**src/rtl/dgt_pkg.sv**
```systemverilog
// Shared types and constants for the disk geometry translation block.
// Used by dgt_divider and disk_geometry_translation; depends on nothing.
`default_nettype none

package dgt_pkg;

    // Field widths of the input and result words.
    localparam int CYL_W    = 16;
    localparam int HEAD_W   = 16;
    localparam int SEC_W    = 16;
    localparam int LBA_W    = 48;
    localparam int OHEAD_W  = 8;
    localparam int OSEC_W   = 6;

    // Shared divider: dividend, divisor and quotient bits retired per cycle.
    localparam int DIV_DIVIDEND_W     = 24;
    localparam int DIV_DIVISOR_W      = 8;
    localparam int DIV_BITS_PER_CYCLE = 4;
    localparam int DIV_CYCLES         = DIV_DIVIDEND_W / DIV_BITS_PER_CYCLE;
    localparam int DIV_CNT_W          = $clog2(DIV_CYCLES);

    // Mode selection limits.
    localparam logic [CYL_W-1:0]  NONE_CYL_LIMIT   = 16'd1024;
    localparam logic [HEAD_W-1:0] NONE_HEAD_LIMIT  = 16'd16;
    localparam logic [SEC_W-1:0]  MAX_SECTORS      = 16'd63;
    localparam logic [31:0]       CH_PRODUCT_LIMIT = 32'd131072;
    localparam logic [LBA_W-1:0]  LBA_LIMIT        = 48'd16450560;

    // Large translation constants.
    localparam logic [CYL_W-1:0]  LARGE_CYL_LIMIT  = 16'd61439;
    localparam logic [HEAD_W-1:0] LARGE_HEADS_16   = 16'd16;
    localparam logic [HEAD_W-1:0] LARGE_HEADS_15   = 16'd15;
    localparam logic [HEAD_W-1:0] HEAD_SHIFT_LIMIT = 16'd127;

    // Physical clamp limits.
    localparam logic [CYL_W-1:0]  CLAMP_CYL  = 16'd1023;
    localparam logic [HEAD_W-1:0] CLAMP_HEAD = 16'd256;

    // LBA-assisted head selection thresholds on the track count.
    localparam logic [DIV_DIVIDEND_W-1:0] TRK_LIMIT_128 = 24'd130944;
    localparam logic [DIV_DIVIDEND_W-1:0] TRK_LIMIT_64  = 24'd65472;
    localparam logic [DIV_DIVIDEND_W-1:0] TRK_LIMIT_32  = 24'd32736;
    localparam logic [DIV_DIVIDEND_W-1:0] TRK_LIMIT_16  = 24'd16368;

    // Translation mode codes as seen on the xlate_mode port.
    typedef enum logic [1:0] {
        XM_NONE    = 2'd0,
        XM_LARGE   = 2'd1,
        XM_LBA     = 2'd2,
        XM_LBA_SAT = 2'd3
    } xlate_mode_t;

    // Sequencer states.
    typedef enum logic [2:0] {
        ST_IDLE,
        ST_CLASSIFY,
        ST_LARGE_DIV,
        ST_SHIFT,
        ST_TRACKS,
        ST_CYLS,
        ST_OUTPUT
    } state_t;

    // Status of the shared divider.
    typedef struct packed {
        logic busy;
        logic done;
    } div_status_t;

endpackage

`default_nettype wire

```
**src/rtl/dgt_divider.sv**
```systemverilog
// Iterative restoring divider shared by the translation sequencer.
// Retires DIV_BITS_PER_CYCLE quotient bits per cycle; depends on dgt_pkg.
`default_nettype none

module dgt_divider (
    input  logic                                clk,
    input  logic                                rst_n,
    input  logic                                start,
    input  logic [dgt_pkg::DIV_DIVIDEND_W-1:0]  dividend,
    input  logic [dgt_pkg::DIV_DIVISOR_W-1:0]   divisor,
    output logic [dgt_pkg::DIV_DIVIDEND_W-1:0]  quotient,
    output dgt_pkg::div_status_t                status
);
    import dgt_pkg::*;

    logic                       busy_reg;
    logic                       done_reg;
    logic [DIV_CNT_W-1:0]       cnt_reg;
    logic [DIV_DIVISOR_W-1:0]   rem_reg;
    logic [DIV_DIVISOR_W-1:0]   rem_next;
    logic [DIV_DIVIDEND_W-1:0]  quo_reg;
    logic [DIV_DIVIDEND_W-1:0]  quo_next;
    logic [DIV_DIVISOR_W-1:0]   dsr_reg;

    // Several conditional-subtract steps per cycle on a narrow remainder.
    always_comb
    begin
        logic [DIV_DIVISOR_W:0] trial;
        rem_next = rem_reg;
        quo_next = quo_reg;
        for (int i = 0; i < DIV_BITS_PER_CYCLE; i++)
        begin
            trial    = {rem_next, quo_next[DIV_DIVIDEND_W-1]};
            quo_next = {quo_next[DIV_DIVIDEND_W-2:0], 1'b0};
            if (trial >= {1'b0, dsr_reg})
            begin
                trial       = trial - {1'b0, dsr_reg};
                quo_next[0] = 1'b1;
            end
            rem_next = trial[DIV_DIVISOR_W-1:0];
        end
    end

    // Control: busy while the step counter runs, then a one-cycle done word.
    always_ff @(posedge clk or negedge rst_n)
    begin
        if (!rst_n)
        begin
            busy_reg <= 1'b0;
            done_reg <= 1'b0;
            cnt_reg  <= '0;
        end
        else if (start)
        begin
            busy_reg <= 1'b1;
            done_reg <= 1'b0;
            cnt_reg  <= '0;
        end
        else if (busy_reg)
        begin
            cnt_reg <= cnt_reg + 1'b1;
            if (cnt_reg == DIV_CNT_W'(DIV_CYCLES - 1))
            begin
                busy_reg <= 1'b0;
                done_reg <= 1'b1;
            end
        end
        else
        begin
            done_reg <= 1'b0;
        end
    end

    // Datapath: load operands on start, then shift and subtract.
    always_ff @(posedge clk)
    begin
        if (start)
        begin
            rem_reg <= '0;
            quo_reg <= dividend;
            dsr_reg <= divisor;
        end
        else if (busy_reg)
        begin
            rem_reg <= rem_next;
            quo_reg <= quo_next;
        end
    end

    assign quotient    = quo_reg;
    assign status.busy = busy_reg;
    assign status.done = done_reg;

endmodule

`default_nettype wire

```
**src/rtl/disk_geometry_translation.sv**
```systemverilog
// Top level of the disk geometry translation block: sequencer and result register.
// Depends on dgt_pkg and dgt_divider.
//
// Usage: one input word carries a drive's reported cylinders, heads, sectors per
// track, total sector count and a floppy flag. The block answers with one result
// word holding physical and logical geometry, the translation mode and a
// translated flag. Both channels use valid/ready; a word moves when both are high.
// in_ready is high only while the sequencer is idle, so one word is in work at a time.
// The shared divider retires four quotient bits per cycle; LBA-assisted mode divides
// twice (by 63, then by the head count). Large mode with sixteen heads divides once by
// 15 and then halves at most four times; otherwise its halving loop runs up to six
// steps and a final check. Without translation or with saturated LBA translation the
// sequencer goes from the classify state straight to the output state, with no division.
// A new word is accepted the cycle after the previous result is loaded into the
// output register. Only the final load waits for the output register to be free.
// Reset clears the sequencer, the divider control and out_valid; the block is
// ready right after reset is released.
`default_nettype none

module disk_geometry_translation (
    input  logic                            clk,
    input  logic                            rst_n,
    input  logic                            in_valid,
    output logic                            in_ready,
    input  logic                            is_floppy,
    input  logic [dgt_pkg::CYL_W-1:0]       cyl_count,
    input  logic [dgt_pkg::HEAD_W-1:0]      head_count,
    input  logic [dgt_pkg::SEC_W-1:0]       sectors_per_track,
    input  logic [dgt_pkg::LBA_W-1:0]       total_sectors,
    output logic                            out_valid,
    input  logic                            out_ready,
    output logic [dgt_pkg::CYL_W-1:0]       phys_cyl_max,
    output logic [dgt_pkg::OHEAD_W-1:0]     phys_head_max,
    output logic [dgt_pkg::OSEC_W-1:0]      phys_sectors,
    output logic [dgt_pkg::CYL_W-1:0]       log_cyl_max,
    output logic [dgt_pkg::OHEAD_W-1:0]     log_head_max,
    output logic [dgt_pkg::OSEC_W-1:0]      log_sectors,
    output logic [1:0]                      xlate_mode,
    output logic                            translated
);
    import dgt_pkg::*;

    state_t                     state_reg, state_next;
    xlate_mode_t                mode_reg, mode_next;
    logic                       floppy_reg;
    logic [CYL_W-1:0]           c_reg;
    logic [HEAD_W-1:0]          h_reg;
    logic [SEC_W-1:0]           s_reg;
    logic [LBA_W-1:0]           lba_reg;
    logic [CYL_W-1:0]           cyl_reg, cyl_next;
    logic [HEAD_W-1:0]          hds_reg, hds_next;

    logic                       div_start;
    logic [DIV_DIVIDEND_W-1:0]  div_dividend;
    logic [DIV_DIVISOR_W-1:0]   div_divisor;
    logic [DIV_DIVIDEND_W-1:0]  div_quotient;
    div_status_t                div_status;

    logic                       in_accept;
    logic                       out_load;
    logic                       geo_zero;
    logic                       fits_none;
    logic [31:0]                ch_product;
    logic                       large_ok;
    logic                       lba_sat;
    logic [CYL_W-1:0]           large_cyl;
    logic [HEAD_W-1:0]          hds_shifted;
    logic [DIV_DIVISOR_W-1:0]   lba_heads;

    logic [CYL_W-1:0]           pc_clamp;
    logic [OHEAD_W-1:0]         ph_clamp;
    logic [OSEC_W-1:0]          ps_clamp;
    logic [CYL_W-1:0]           res_phys_cyl, res_log_cyl;
    logic [OHEAD_W-1:0]         res_phys_head, res_log_head;
    logic [OSEC_W-1:0]          res_phys_sec, res_log_sec;

    logic                       out_valid_reg;
    logic [CYL_W-1:0]           phys_cyl_reg, log_cyl_reg;
    logic [OHEAD_W-1:0]         phys_head_reg, log_head_reg;
    logic [OSEC_W-1:0]          phys_sec_reg, log_sec_reg;
    logic [1:0]                 mode_out_reg;
    logic                       translated_reg;

    // Shared divider.
    dgt_divider u_div (
        .clk      (clk),
        .rst_n    (rst_n),
        .start    (div_start),
        .dividend (div_dividend),
        .divisor  (div_divisor),
        .quotient (div_quotient),
        .status   (div_status)
    );

    assign in_ready  = (state_reg == ST_IDLE);
    assign in_accept = in_valid && in_ready;

    // Mode classification terms on the captured input word.
    assign geo_zero   = ((c_reg == '0) || (h_reg == '0) || (s_reg == '0)) && !floppy_reg;
    assign fits_none  = (c_reg <= NONE_CYL_LIMIT) && (h_reg <= NONE_HEAD_LIMIT) &&
                        (s_reg <= MAX_SECTORS);
    assign ch_product = c_reg * h_reg;
    assign large_ok   = (ch_product <= CH_PRODUCT_LIMIT);
    assign lba_sat    = (lba_reg > LBA_LIMIT);
    assign large_cyl  = (c_reg > LARGE_CYL_LIMIT) ? LARGE_CYL_LIMIT : c_reg;
    assign hds_shifted = {hds_reg[HEAD_W-2:0], 1'b0};

    // Head count chosen from the track count held in the divider.
    always_comb
    begin
        if (div_quotient > TRK_LIMIT_128)
            lba_heads = 8'd255;
        else if (div_quotient > TRK_LIMIT_64)
            lba_heads = 8'd128;
        else if (div_quotient > TRK_LIMIT_32)
            lba_heads = 8'd64;
        else if (div_quotient > TRK_LIMIT_16)
            lba_heads = 8'd32;
        else
            lba_heads = 8'd16;
    end

    // Sequencer: next state, working registers and divider commands.
    always_comb
    begin
        state_next   = state_reg;
        mode_next    = mode_reg;
        cyl_next     = cyl_reg;
        hds_next     = hds_reg;
        div_start    = 1'b0;
        div_dividend = {{(DIV_DIVIDEND_W - CYL_W - 4){1'b0}}, large_cyl, 4'b0000};
        div_divisor  = LARGE_HEADS_15[DIV_DIVISOR_W-1:0];
        out_load     = 1'b0;
        unique case (state_reg)
            ST_IDLE:
            begin
                if (in_accept)
                    state_next = ST_CLASSIFY;
            end
            ST_CLASSIFY:
            begin
                cyl_next = c_reg;
                hds_next = h_reg;
                if (!geo_zero && fits_none)
                begin
                    mode_next  = XM_NONE;
                    state_next = ST_OUTPUT;
                end
                else if (!geo_zero && large_ok)
                begin
                    mode_next = XM_LARGE;
                    if (h_reg == LARGE_HEADS_16)
                    begin
                        hds_next   = LARGE_HEADS_15;
                        div_start  = 1'b1;
                        state_next = ST_LARGE_DIV;
                    end
                    else
                    begin
                        state_next = ST_SHIFT;
                    end
                end
                else if (lba_sat)
                begin
                    mode_next  = XM_LBA_SAT;
                    state_next = ST_OUTPUT;
                end
                else
                begin
                    mode_next    = XM_LBA;
                    div_start    = 1'b1;
                    div_dividend = lba_reg[DIV_DIVIDEND_W-1:0];
                    div_divisor  = MAX_SECTORS[DIV_DIVISOR_W-1:0];
                    state_next   = ST_TRACKS;
                end
            end
            ST_LARGE_DIV:
            begin
                if (div_status.done)
                begin
                    cyl_next   = div_quotient[CYL_W-1:0];
                    state_next = ST_SHIFT;
                end
            end
            ST_SHIFT:
            begin
                if (cyl_reg > NONE_CYL_LIMIT)
                begin
                    cyl_next = {1'b0, cyl_reg[CYL_W-1:1]};
                    hds_next = hds_shifted;
                    if (hds_shifted > HEAD_SHIFT_LIMIT)
                        state_next = ST_OUTPUT;
                end
                else
                begin
                    state_next = ST_OUTPUT;
                end
            end
            ST_TRACKS:
            begin
                if (div_status.done)
                begin
                    hds_next     = {{(HEAD_W - DIV_DIVISOR_W){1'b0}}, lba_heads};
                    div_start    = 1'b1;
                    div_dividend = div_quotient;
                    div_divisor  = lba_heads;
                    state_next   = ST_CYLS;
                end
            end
            ST_CYLS:
            begin
                if (div_status.done)
                begin
                    cyl_next   = div_quotient[CYL_W-1:0];
                    state_next = ST_OUTPUT;
                end
            end
            ST_OUTPUT:
            begin
                if (!out_valid_reg || out_ready)
                begin
                    out_load   = 1'b1;
                    state_next = ST_IDLE;
                end
            end
            default:
            begin
                state_next = ST_IDLE;
            end
        endcase
    end

    // Physical geometry clamp used by large and LBA-assisted modes.
    assign pc_clamp = (c_reg >= NONE_CYL_LIMIT) ? CLAMP_CYL : c_reg;
    assign ph_clamp = (h_reg >= CLAMP_HEAD) ? 8'd255 : h_reg[OHEAD_W-1:0];
    assign ps_clamp = (s_reg >= MAX_SECTORS) ? MAX_SECTORS[OSEC_W-1:0] : s_reg[OSEC_W-1:0];

    // Result word assembled from the working registers.
    always_comb
    begin
        res_phys_cyl  = pc_clamp - 1'b1;
        res_phys_head = ph_clamp - 1'b1;
        res_phys_sec  = ps_clamp;
        res_log_cyl   = cyl_reg - 1'b1;
        res_log_head  = hds_reg[OHEAD_W-1:0] - 1'b1;
        res_log_sec   = ps_clamp;
        unique case (mode_reg)
            XM_NONE:
            begin
                res_phys_cyl  = c_reg - 1'b1;
                res_phys_head = h_reg[OHEAD_W-1:0] - 1'b1;
                res_phys_sec  = s_reg[OSEC_W-1:0];
                res_log_cyl   = res_phys_cyl;
                res_log_head  = res_phys_head;
                res_log_sec   = res_phys_sec;
            end
            XM_LARGE:
            begin
                res_log_sec = ps_clamp;
            end
            XM_LBA:
            begin
                res_log_sec = MAX_SECTORS[OSEC_W-1:0];
            end
            XM_LBA_SAT:
            begin
                res_phys_cyl  = CLAMP_CYL;
                res_phys_head = 8'd255;
                res_phys_sec  = MAX_SECTORS[OSEC_W-1:0];
                res_log_cyl   = CLAMP_CYL;
                res_log_head  = 8'd255;
                res_log_sec   = MAX_SECTORS[OSEC_W-1:0];
            end
            default:
            begin
                res_log_sec = ps_clamp;
            end
        endcase
    end

    // Control registers.
    always_ff @(posedge clk or negedge rst_n)
    begin
        if (!rst_n)
        begin
            state_reg     <= ST_IDLE;
            out_valid_reg <= 1'b0;
        end
        else
        begin
            state_reg <= state_next;
            if (out_load)
                out_valid_reg <= 1'b1;
            else if (out_ready)
                out_valid_reg <= 1'b0;
        end
    end

    // Input capture and working registers.
    always_ff @(posedge clk)
    begin
        if (in_accept)
        begin
            floppy_reg <= is_floppy;
            c_reg      <= cyl_count;
            h_reg      <= head_count;
            s_reg      <= sectors_per_track;
            lba_reg    <= total_sectors;
        end
        mode_reg <= mode_next;
        cyl_reg  <= cyl_next;
        hds_reg  <= hds_next;
    end

    // Output word register.
    always_ff @(posedge clk)
    begin
        if (out_load)
        begin
            phys_cyl_reg   <= res_phys_cyl;
            phys_head_reg  <= res_phys_head;
            phys_sec_reg   <= res_phys_sec;
            log_cyl_reg    <= res_log_cyl;
            log_head_reg   <= res_log_head;
            log_sec_reg    <= res_log_sec;
            mode_out_reg   <= mode_reg;
            translated_reg <= (mode_reg != XM_NONE);
        end
    end

    assign out_valid     = out_valid_reg;
    assign phys_cyl_max  = phys_cyl_reg;
    assign phys_head_max = phys_head_reg;
    assign phys_sectors  = phys_sec_reg;
    assign log_cyl_max   = log_cyl_reg;
    assign log_head_max  = log_head_reg;
    assign log_sectors   = log_sec_reg;
    assign xlate_mode    = mode_out_reg;
    assign translated    = translated_reg;

`ifndef ASSERT_OFF
    // The divider is only started while it is idle.
    a_div_start_idle: assert property (@(posedge clk) disable iff (!rst_n)
        div_start |-> !div_status.busy)
        else $error("divider started while busy");

    // An idle sequencer never leaves a division running.
    a_idle_div_quiet: assert property (@(posedge clk) disable iff (!rst_n)
        (state_reg == ST_IDLE) |-> !div_status.busy)
        else $error("divider busy while sequencer idle");

    // The translated flag agrees with the reported mode.
    a_translated_mode: assert property (@(posedge clk) disable iff (!rst_n)
        out_valid |-> (translated == (xlate_mode != XM_NONE)))
        else $error("translated flag does not match mode");

    // LBA-assisted results always report 63 logical sectors.
    a_lba_sectors: assert property (@(posedge clk) disable iff (!rst_n)
        (out_valid && ((xlate_mode == XM_LBA) || (xlate_mode == XM_LBA_SAT)))
            |-> (log_sectors == MAX_SECTORS[OSEC_W-1:0]))
        else $error("LBA mode with logical sectors other than 63");
`endif

endmodule

`default_nettype wire
```
**config.mk**
```make
export PLATFORM = sky130hd
export DESIGN_NAME = disk_geometry_translation
export DESIGN_NICKNAME = d
export VERILOG_FILES = /design/src/rtl/dgt_pkg.sv /design/src/rtl/dgt_divider.sv /design/src/rtl/disk_geometry_translation.sv
export SDC_FILE = /design/constraint.sdc
export NUM_CORES = 1
export LEC_CHECK = 0
export BUFFER_PORTS_ARGS = -buffer_cell sky130_fd_sc_hd__buf_2
export CORE_MARGIN = 8
export CORE_UTILIZATION = 60
export CTS_CLUSTER_SIZE = 12
export DETAILED_ROUTE_END_ITERATION = 8
export HOLD_SLACK_MARGIN = 0.03
export PLACE_DENSITY = 0.8
export SYNTH_ARGS = -nofsm -noshare
export SYNTH_HDL_FRONTEND = slang
export SYNTH_SLANG_ARGS = --single-unit
```
**constraint.sdc**
```tcl
create_clock -name clk -period 16.08 [get_ports clk]
set_input_delay 3.216 -clock clk [delete_from_list [all_inputs] [get_ports clk]]
set_output_delay 3.216 -clock clk [all_outputs]
set_load 0.02 [all_outputs]
```
**Yosys cells after proc, flatten, opt, wreduce, memory -nomap -nowiden**

Cells that the tools add are included.

- Register bits: 242
- Input bits: 101
- Output and inout bits: 65
- Logic and storage cells: 181

- Add/sub/neg operators: 11
- $mul: 1
- $lt $le $gt $ge: 19
- Equal/unequal tests: 21
- Mux-type cells: 75
- Reduce and logical (&&, ||, !) cells: 29

Operators by type and width:

| cell | count |
|---|---|
| 2-to-1 mux 24 bit | 6 |
| 2-to-1 mux 15 bit | 5 |
| 2-to-1 mux 16 bit | 4 |
| 2-to-1 mux 8 bit | 8 |
| one-hot mux 16 bit (2 select lines) | 2 |
| > comparator 48 x 24 -> 1 bit (second input constant) | 1 |
| zero test 16 bit | 3 |
| one-hot mux 16 bit (3 select lines) | 1 |
| one-hot mux 24 bit (2 select lines) | 1 |
| one-hot mux 8 bit (2 select lines) | 3 |
| subtractor 16 x 1 -> 16 bit (second input constant) | 3 |
| one-hot mux 15 bit (3 select lines) | 1 |
| greater-or-equal comparator 9 x 8 -> 1 bit | 4 |
| 2-to-1 mux 3 bit | 11 |
| <= comparator 32 x 18 -> 1 bit (second input constant) | 1 |
| multiplier 16 x 16 -> 32 bit | 1 |
| subtractor 8 bit | 4 |
| 2-to-1 mux 6 bit | 5 |
| > comparator 24 x 14 -> 1 bit (second input constant) | 1 |
| > comparator 24 x 15 -> 1 bit (second input constant) | 1 |
| > comparator 24 x 16 -> 1 bit (second input constant) | 1 |
| > comparator 24 x 17 -> 1 bit (second input constant) | 1 |
| subtractor 8 x 1 -> 8 bit (second input constant) | 3 |
| 2-to-1 mux 1 bit | 22 |
| other kinds (36) | 63 |

**Depth between registers and ports, before layout**

- Word-level depth: 11
- Depth in mapped cells: 41
- Depth with buffers taken out: 39

**By module**

A second synthesis with hierarchy kept.

- Cell total of the unflattened synthesis: 2,265
- Area total of the unflattened synthesis: 21,986.1 µm²

Modules (own cells, without submodules):

| module | times used | cells an instance | area an instance (µm²) | sequential area each (µm²) |
|---|---|---|---|---|
| disk_geometry_translation | 1 | 1,909 | 18,413.9 | 5,895.7 |
| dgt_divider | 1 | 356 | 3,572.2 | 1,246.2 |

**Worst setup path before layout**

OpenSTA, ideal clock, no wires.

- Path kind: reg-to-reg
- Start point: register h_reg[4]
- End point: register u_div.quo_reg[0] (netlist: u_div.quotient[0]) (enable)
- Setup time: 413 ps
- Arrival time: 8,629 ps
- Data required time: 15,667 ps
- Setup slack: 7,038 ps
- Stages on the path, launching flop included: 31
- Buffers on the path: 5
- Clock period less this slack: 9,042 ps
- Cells stage by stage: edfxtp_1 -> clkbuf_1 -> clkbuf_1 -> clkbuf_1 -> nand2_1 -> fa_1 -> fa_1 -> inv_1 -> fa_1 -> inv_1 -> fa_1 -> fa_1 -> fa_1 -> inv_1 -> ha_1 -> inv_1 -> nor3_1 -> a311o_1 -> a2111oi_0 -> o21ai_0 -> a2111oi_0 -> nand2_1 -> nor4_1 -> a31o_2 -> nand3b_1 -> nor3_2 -> and3b_1 -> clkbuf_1 -> a211oi_4 -> clkbuf_1 -> a21oi_1

- Cells in the longest elaborated chain, start to end: 11
- Elaborated cells between the ends (all ways): 20
- Classes of those cells: mul: 1; order compare: 2; eq/ne: 2; mux: 4; reduce/logical: 11

RTL lines:

| item | RTL line | source |
|---|---|---|
| start: declaration | disk_geometry_translation.sv:47 | `logic [HEAD_W-1:0] h_reg;` |
| start signal: assignment | disk_geometry_translation.sv:306 | `h_reg <= head_count;` |
| parallel branches: the longest is 7 deep, another holds multiplier 16 x 16 -> 32 bit | - |  |
| 2-to-1 mux 1 bit * | disk_geometry_translation.sv:144 | `if (!geo_zero && fits_none)` |
| one-hot mux 1 bit (2 select lines) * | disk_geometry_translation.sv:134 | `unique case (state_reg)` |
| inequality test 3 bit (no line) or nonzero test 2 bit (tied branches) | - |  |
| AND reduction 2 bit (no line) * | - |  |
| end signal: assignment | dgt_divider.sv:80 | `quo_reg <= dividend;` |
| end signal: assignment | dgt_divider.sv:86 | `quo_reg <= quo_next;` |
| end: declaration | dgt_divider.sv:21 | `logic [DIV_DIVIDEND_W-1:0] quo_reg;` |

Every way passes the cells marked *.
A chain may end at the register's enable or synchronous reset.

**Worst setup path after layout**

- Start point: register u_div.dsr_reg[3]
- End point: register u_div.rem_reg[1]

- Cells in the longest elaborated chain, start to end: 8
- Elaborated cells between the ends (all ways): 12
- Classes of those cells: add/sub: 4; order compare: 4; mux: 4

RTL lines:

| item | RTL line | source |
|---|---|---|
| start: declaration | dgt_divider.sv:23 | `logic [DIV_DIVISOR_W-1:0] dsr_reg;` |
| start signal: assignment | dgt_divider.sv:81 | `dsr_reg <= divisor;` |
| subtractor 8 bit or greater-or-equal comparator 9 x 8 -> 1 bit (tied branches) | dgt_divider.sv:37, dgt_divider.sv:35 |  |
| 2-to-1 mux 8 bit | dgt_divider.sv:35 | `if (trial >= {1'b0, dsr_reg})` |
| subtractor 8 bit or greater-or-equal comparator 9 x 8 -> 1 bit (tied branches) | dgt_divider.sv:37, dgt_divider.sv:35 |  |
| 2-to-1 mux 8 bit | dgt_divider.sv:35 |  |
| greater-or-equal comparator 9 x 8 -> 1 bit or subtractor 8 bit (tied branches) | dgt_divider.sv:35, dgt_divider.sv:37 |  |
| 2-to-1 mux 8 bit | dgt_divider.sv:35 |  |
| subtractor 8 bit or greater-or-equal comparator 9 x 8 -> 1 bit (tied branches) | dgt_divider.sv:37, dgt_divider.sv:35 |  |
| 2-to-1 mux 8 bit * | dgt_divider.sv:35 |  |
| end signal: assignment | dgt_divider.sv:85 | `rem_reg <= rem_next;` |
| end: declaration | dgt_divider.sv:19 | `logic [DIV_DIVISOR_W-1:0] rem_reg;` |

Every way passes the cells marked *; elsewhere a longest branch is shown, timed or not.

==> flow_metrics.env <==
export IMPL_die_y_um=203
export IMPL_route_detailed_drc=0
export IMPL_io_buffers=165
export IMPL_htree_levels=1
export IMPL_place_ws_ns=6.62
export IMPL_holdBufCountCts=0
export IMPL_end_kind="flop"
export IMPL_floorplan_initialDensity_pct=60.8
export IMPL_cts_buffers=27
export IMPL_ys_seq_area_share_pct=33.6
export IMPL_clock_latency_ns=0.56
export IMPL_setup_violations=0
export IMPL_setup_tns_ns=0
export IMPL_io_pins=166
export IMPL_ys_types=91
export IMPL_yosys_warnings=0
export IMPL_synthCells=2144
export IMPL_slew_headroom_pct=20.2
export IMPL_maxCapViolations=0
export IMPL_mostFrequentLayoutCells="311 x nand2_1, 273 x inv_1, 222 x edfxtp_1, 195 x fa_1, 165 x buf_2"
export IMPL_cts_setup_buffers=0
export IMPL_syn_to_final_growth_pct=9.43
export IMPL_die_x_um=203
export IMPL_drt_iter0_drc=1664
export IMPL_crit_fanout=19
export IMPL_core_area_um2=34500
export IMPL_final_common_cell="nand2_1"
export IMPL_rsz0062_at_grt="false"
export IMPL_gp_congestion=0.971
export IMPL_clock_skew_ns=0.0375
export IMPL_largest_reg_flops=48
export IMPL_vias=16529
export IMPL_cts_tree="built"
export IMPL_grt_pass1_wl_um=89700
export IMPL_clk_pin_slew_worst_paths_ns=0.06
export IMPL_r2r_setup_slack_ns=6.46
export IMPL_drtPass1Iterations=8
export IMPL_dp_hpwl_um=42300
export IMPL_maxSlewViolCount=0
export IMPL_grt_max_degree=69
export IMPL_cp_required_ns=16.49
export IMPL_postSynthAreaPerCell_um2=9.78
export IMPL_hold_depth=2
export IMPL_cp_arrival_ns=10.03
export IMPL_drt_total_wl_um=56200
export IMPL_cts_repair_resized=0
export IMPL_grt_pass1_vias=16611
export IMPL_hold_path_class="reg2reg"
export IMPL_outcome="completed"
export IMPL_gr_total_overflow=0
export IMPL_path_class="reg2reg"
export IMPL_syn_cell_area_um2=21000
export IMPL_grt_use_total_pct=27.2
export IMPL_slowest_delay_ns=0.73
export IMPL_viasPerCell=6.07
export IMPL_clockRootBuffer="clkbuf_16"
export IMPL_yosys_most_used_dff="edfxtp_1"
export IMPL_worstReg2RegStart="u_div.dsr_reg[3]"
export IMPL_worst_slew_pin_transition_ns=1.19
export IMPL_antenna_found_initial=2
export IMPL_hold_viol_final=0
export IMPL_drive_gt1_share_pct=11.2
export IMPL_ff2ff_path_depth=33
export IMPL_synth_edff_count=222
export IMPL_dieArea_um2=41200
export IMPL_synthArstFlopShare_pct=3.77
export IMPL_cts_sinks=239
export IMPL_ys_ff_latch=239
export IMPL_wire_per_inst_um=20.6
export IMPL_hold_path_end="u_div.rem_reg[5]"
export IMPL_row_count=68
export IMPL_hold_path_startpoint="u_div.rem_reg[5]"
export IMPL_critPathLaunchType="flop"
export IMPL_period_share_pct=59.8
export IMPL_setup_slack_ns=6.46
export IMPL_cpMostUsedCell="nor2_1"
export IMPL_maxClockFrequency_mhz=104
export IMPL_cp_slowest_cell="clkinv_1"
export IMPL_r2r_end="u_div.rem_reg[1]"
export IMPL_crit_start="u_div.dsr_reg[3]"
export IMPL_nets=2697
export IMPL_min_period_ns=9.62
export IMPL_antenna_left=0
export IMPL_n_fill_cell=2604
export IMPL_cts_max_path_buffers=3
export IMPL_syn_nets=2592
==> metrics by stage <==
step,std cells,hold WS (ns),util (%),area [um^2]
floorplan,2144,0.476,-,21000
global placement,2675,0.518,64.1,22100
detailed placement,2675,0.516,64.1,22100
CTS,2719,0.524,66.6,22900
global route,2721,0.563,66.6,22900
finish,2722,0.523,66.6,22900
==> worst max-delay path, delay by kind of cell, from the launching register on <==
kind            cells  cell delay, ns
compound gates     11            2.85
fa+ha+maj           4            1.77
buf+inv             1            0.73
flops               1            0.67
mux                 6            2.04
simple gates       11            1.42
==> per-layer routing <==
metal  vias up  part of all wire [%]  track usage, %
met5         -                     0               0
met4         0                   4.1            11.8
met3       183                   9.6            5.71
met2       913                    49            45.4
met1      7968                    38            33.9
li1       7465                     -               -
==> kinds of logic (layout without fill, tap and decap cells) <==
kind of cell    after synthesis  in the layout  synth area share [%]
compound gates              382            382                  11.8
xor+xnor                     74             74                  3.13
fa+ha+maj                   347            347                  27.7
buf+inv                     381            501                  6.87
flops                       239            239                  33.6
mux                          24             24                  1.27
other cells                   0              3                     0
simple gates                697            697                  15.6
==> Yosys cell counts (all sizes together), types with 19 or more instances <==
master / number / area, um^2
a21o: 31 / 233
nor2: 127 / 484
nor4: 27 / 175
fa: 195 / 3900
a21oi: 118 / 602
and2: 80 / 500
ha: 152 / 1900
xnor2: 47 / 419
nand3: 22 / 110
clkbuf: 92 / 345
nand2: 311 / 1170
edfxtp: 222 / 6670
xor2: 27 / 236
a22oi: 19 / 143
nor3: 42 / 215
o21ai: 91 / 455
inv: 274 / 1030
==> worst max path at each step <==
stage | end | slack (ns)
after floorplan | u_div.quotient[0] | 7.04
after global placement | u_div.quotient[1] | 6.71
after detailed placement | u_div.quotient[1] | 6.62
after CTS | u_div.quotient[1] | 6.52
after global routing | u_div.rem_reg[1] | 5.82
final | u_div.rem_reg[1] | 6.46
==> final cells by class <==
cell class                      instances  area [um^2]  share of cell area, %
Multi-Input combinational cell       1524        12500                   54.5
Sequential cell                       239         7050                   30.7
Inverter                              276         1040                   4.52
Timing Repair Buffer                  181          946                   4.12
Clock buffer                           30          687                   2.99
Tap cell                              455          569                   2.48
Clock inverter                         14          151                  0.660
Antenna cell                            3         7.51                 0.0327
Power is left out: the tool's default activity adds up to more than one toggle a clock period on the data nets, which glitch-free logic cannot reach.
